--- src/bpa_pkg.sv ---
// Shared types and constants of the bitmap page allocator.
// No dependencies; every other file of the block uses it.
package bpa_pkg;

  localparam int unsigned MAX_PAGES  = 131072;
  localparam int unsigned PAGE_SHIFT = 12;
  localparam int unsigned ADDR_W     = 48;
  localparam int unsigned WORD_BITS  = 64;
  localparam int unsigned WORDS      = MAX_PAGES / WORD_BITS;
  localparam int unsigned WIDX_W     = $clog2(WORDS);
  localparam int unsigned BIDX_W     = $clog2(WORD_BITS);
  localparam int unsigned PAGE_W     = $clog2(MAX_PAGES);
  localparam int unsigned CNT_W      = PAGE_W + 1;
  localparam int unsigned PNUM_W     = ADDR_W - PAGE_SHIFT;
  localparam int unsigned AADDR_W    = PAGE_W + PAGE_SHIFT;
  localparam int unsigned POP_W      = BIDX_W + 1;

  typedef enum logic [1:0] {
    REQ_MARK_USED = 2'd0,
    REQ_MARK_FREE = 2'd1,
    REQ_ALLOC     = 2'd2,
    REQ_FREE      = 2'd3
  } req_e;

  typedef enum logic [1:0] {
    ST_OK       = 2'd0,
    ST_NO_FREE  = 2'd1,
    ST_REJECTED = 2'd2
  } status_e;

  // controller -> datapath
  typedef struct packed {
    logic init_wr;
    logic load;
    logic rd;
    logic ex;
    logic finish;
  } cmd_t;

  // datapath -> controller
  typedef struct packed {
    logic init_last;
    logic skip;
    logic ex_done;
  } sts_t;

endpackage

--- src/bpa_ctrl.sv ---
// Sequencer: bitmap fill after reset, request accept, word walk, result hand-off.
// Depends on bpa_pkg; commands bpa_datapath.
module bpa_ctrl (
  input  logic          clk_i,
  input  logic          rst_ni,
  input  logic          req_valid_i,
  output logic          req_ready_o,
  output logic          rsp_valid_o,
  input  logic          rsp_ready_i,
  input  bpa_pkg::sts_t sts_i,
  output bpa_pkg::cmd_t cmd_o
);
  import bpa_pkg::*;

  typedef enum logic [2:0] {
    S_INIT, S_IDLE, S_CHECK, S_RD, S_EX, S_DONE
  } state_e;

  state_e state_q;
  logic   out_valid_q;
  logic   out_free;

  assign out_free    = !out_valid_q || rsp_ready_i;
  assign req_ready_o = state_q == S_IDLE;
  assign rsp_valid_o = out_valid_q;

  always_comb begin
    cmd_o         = '0;
    cmd_o.init_wr = state_q == S_INIT;
    cmd_o.load    = (state_q == S_IDLE) && req_valid_i;
    cmd_o.rd      = state_q == S_RD;
    cmd_o.ex      = state_q == S_EX;
    cmd_o.finish  = (state_q == S_DONE) && out_free;
  end

  always_ff @(posedge clk_i or negedge rst_ni) begin
    if (!rst_ni) begin
      state_q     <= S_INIT;
      out_valid_q <= 1'b0;
    end else begin
      if (cmd_o.finish) out_valid_q <= 1'b1;
      else if (rsp_ready_i) out_valid_q <= 1'b0;
      case (state_q)
        S_INIT:  if (sts_i.init_last) state_q <= S_IDLE;
        S_IDLE:  if (req_valid_i) state_q <= S_CHECK;
        S_CHECK: state_q <= sts_i.skip ? S_DONE : S_RD;
        S_RD:    state_q <= S_EX;
        S_EX:    state_q <= sts_i.ex_done ? S_DONE : S_RD;
        S_DONE:  if (out_free) state_q <= S_IDLE;
        default: state_q <= S_IDLE;
      endcase
    end
  end

endmodule

--- config.mk ---
export PLATFORM = sky130hd
export DESIGN_NAME = bpa_ctrl
export DESIGN_NICKNAME = d
export VERILOG_FILES = /design/src/bpa_pkg.sv /design/src/bpa_ctrl.sv
export SDC_FILE = /design/constraint.sdc
export NUM_CORES = 1
export LEC_CHECK = 0
export BUFFER_PORTS_ARGS = -buffer_cell sky130_fd_sc_hd__buf_2
export CAP_MARGIN = 20
export CORE_AREA = 8 8 45 47
export DETAILED_ROUTE_END_ITERATION = 6
export DIE_AREA = 0 0 53 55
export HOLD_SLACK_MARGIN = 0.05
export PLACE_DENSITY = 0.49
export SLEW_MARGIN = 15
export SYNTH_ARGS = -nofsm -noshare
export SYNTH_HDL_FRONTEND = slang
export SYNTH_SLANG_ARGS = --single-unit
--- constraint.sdc ---
create_clock -name clk_i -period 2.97 [get_ports clk_i]
set_input_delay 0.7425 -clock clk_i [delete_from_list [all_inputs] [get_ports clk_i]]
set_output_delay 0.7425 -clock clk_i [all_outputs]
set_load 0.05 [all_outputs]
# After elaboration in Yosys (flattened, before gate mapping)
# Index checks and enable logic that the tools add are counted.
[word_totals] reg_bits=4 out_inout_bits=7 word_cells=25
[classes] eq_ne=8 n_mux=8 n_reduce_logical=7
[ops] op="$pmux 3 s6" n=1
[ops] op="$mux 3" n=5
[ops] op="$eq 3x2->1 const B" n=2
[ops] op="$eq 3x3->1 const B" n=2
[ops] op="$ne 2x2->1 const B" n=3
[ops] op="$eq 3x1->1 const B" n=1
[ops] op="$logic_not 3->1" n=1
[ops] op="$reduce_and 3->1" n=1
[ops] op="$logic_and 1x1->1" n=2
[ops] op="$mux 1" n=2
[ops] op="$reduce_bool 2->1" n=1
[ops] op="$logic_not 1->1" n=1
[ops] op="$logic_or 1x1->1" n=1

# Depth between registers and ports, before layout
[depth] ltp_word=4 depth_mapped=3 ltp_nobuf=3

# Least setup slack after synthesis
# Ideal clock, no wire load.
[synth_timing] path_kind="reg-to-output" start="register state_q[0]" end="output cmd_o[4] in the netlist's numbering" arrival_ns=1.595 required_ns=2.227 path_slack_ns=0.632 stages_incl_launch_ff=3 n_path_buf=1 path_cell_list="dfrtp_1 > clkbuf_1 > nor3_1"
[synth_lines] element="start, declared" line="bpa_ctrl.sv:19" text="state_e state_q;"
[synth_lines] element="start signal, assigned" line="bpa_ctrl.sv:46" text="S_CHECK: state_q <= sts_i.skip ? S_DONE : S_RD;"
[synth_lines] element="start signal, assigned" line="bpa_ctrl.sv:48" text="S_EX: state_q <= sts_i.ex_done ? S_DONE : S_RD;"
[synth_lines] element="end, declared" line="bpa_ctrl.sv:11" text="output bpa_pkg::cmd_t cmd_o"

==> summary.md <==
| Metric | Value |
|---|---|
| Status | completed |
| Setup TNS | 0 ns |
| # fillers | 155 |
| All-Layer GR Usage | under 10% |
| Via count | 236 |
| Avg Inst Size Synth | 9.85 um2 |
| # rows | 14 |
| Number of global-route vias before repair | 256 |
| Share of cells above drive strength 1 | a little over 50% |
| Core ar. | between 0.001 and 0.0015 mm2 |
| Hold Violations, Final | 0 |
| Clock root buffer | clkbuf_4 |
| IO buf count | 13 |
| Most frequent cells in the layout | 13 x buf_2, 4 x dfrtp_1, 3 x clkbuf_4 |
| Crit path launch type | register |
| Mapped Area | 236 um2 |
| Core Util, Final | around 25% |
| CP Capture Type | output port |
| WL final | 634 um |
| Skew final | 0.00313 ns |
| Htree depth | 1 |
| CTS tree | done |
| Antenna Violating Nets Remaining | 0 |
| Slew HR | 78.8% |
| Worst-path maximum fanout | 11 |
| Max-slew violations | 0 |
| Initial DRT Pass Iterations | 3 |
| Sequential element share of the synthesized area | 42.3% |
| Count of cell types in the netlist | 17 |
| Die H | about 55 um |
| Slew @ Worst Pin | 0.318 ns |
| Tmin final | 2.16 ns |
| CP arrival | 1.41 ns |
| Detail Placement HPWL | 483 um |
| CP required | 2.23 ns |
| GPL Wtd Cong | 0.709 |
| R2R depth | 3 |
| Die ar. | ~0.0029 mm2 |
| CP Class | register to output port |
| YS warnings | 0 |
| CTS clk-pin slew, worst paths | approximately 0.040 ns |
| Commonest non-fill, non-tap cell in the layout | buf_2 |
| Wire length per cell | 11.5 um |
| Setup bufs post-CTS | 0 |
| Top-level I/O count | 14 |
| First-pass GRT wire length | 1.15 mm |
| Die Wd | 53 um |
| HP Class | input pin to asynchronous set/reset pin |
| Cells after synthesis | 24 |
| Initial Util | 17.1% |
| Ant diodes | 0 |
| Largest net degree at the start of global routing | 12 |
| Max-cap violations | 0 |
| Synth Net Count | 31 |
| Fmax | 464 MHz |
| Worst-Skew Late Latency | 0.24 ns |
| DRT iter0 DRCs | 1 |
| Post-cts sizing count | 0 |
| Vias/cell | around 4.3 |
| Count of state elements after synthesis | 4 |
| CTS Sinks | 4 |
| Num CTS Buffers | 3 |
| DRC | 0 |
| R2R Setup Slk | 1.64 ns |
| NumNets Final | 48 |
| Cts hold-fix bufs | 0 |
| Final setup viols | 0 |
| Clock Path Buffers | 2 |
| Grt ovf | 0 |
| Area added between synthesis and finish | 43.9% |
| RSZ-0062 raised after global routing | no |
| Initial antenna violation count | 0 |
| Fin crit share | 72.6% |
==> cells in the mapped netlist <==
cell type	n	share of area (%)
a21o_2	1	3.7
and2_4	1	3.7
and3b_2	1	4.2
clkbuf_1	1	1.6
dfrtp_1	4	42
mux2i_1	1	4.2
nand2b_1	1	2.6
nand3b_1	1	3.2
nor2_1	2	3.2
nor2b_1	1	2.6
nor3_1	2	4.2
nor3b_2	1	5.3
nor4b_1	1	3.7
o21ai_0	2	4.2
o22ai_1	1	2.6
or2b_1	1	3.2
or3_1	2	5.3
==> critical path: stages, from the launching register on <==
cell and delay, ns:
dfrtp_1 0.52, nor3b_2 0.25, and2_4 0.16, buf_2 0.25
==> cells by family after synthesis <==
logic type,Yosys count,share of synthesized area [%]
AO/OA/AOI/OAI,4,10.6
buffers and inverters,1,1.59
flip-flops,4,42.3
multiplexers,1,4.23
AND/OR/NAND/NOR,14,41.3
==> metrics by stage <==
| stage | std cells | setup slack (ns) | cell area (um2) | hold slack [ns] |
|---|---|---|---|---|
| 3_3_place_gp | 52 | 0.969 | 318 | 0.550 |
| 4_1_cts | 55 | 0.801 | 340 | 0.294 |
| 6_report | 55 | 0.814 | 340 | 0.298 |
| 2_1_floorplan | 24 | 0.632 | 236 | 0.447 |
| 5_1_grt | 55 | 0.727 | 340 | 0.292 |
| 3_5_place_dp | 52 | 0.942 | 318 | 0.551 |
==> layer usage <==
layer	track usage [%]	share of wire, %	vias to the layer above
met3	5.61	16	3
met5	0	0	-
met2	5.86	34	14
met4	3.88	1.6	0
met1	6.60	48	101
li1	-	-	118
==> path summary, 6_finish.rpt <==
check,start,endpoint
worst max-delay path,state_q[0],cmd_o[3]
worst min-delay path,rst_ni,rsp_valid_o
min in group clk_i,state_q[2],state_q[0]
worst max register to register,state_q[0],state_q[1]
max in group asynchronous,rst_ni,state_q[0]
worst min register to register,state_q[2],state_q[0]
==> registers in the layout (all words and copies together) (netlist names) <==
signal / count
state_q: 3
rsp_valid_o: 1
==> cell type report <==
type                            instances  area [um2]  area share [%]
Timing Repair Buffer                   13        65.1            19.1
Multi-Input combinational cell         19         133            39.0
Tap cell                               16        20.0            5.88
Sequential cell                         4         100            29.4
Clock buffer                            3        22.5            6.62
Power is not shown: default switching activity piles up to over one toggle a cycle in this logic, so the estimate is an artifact.
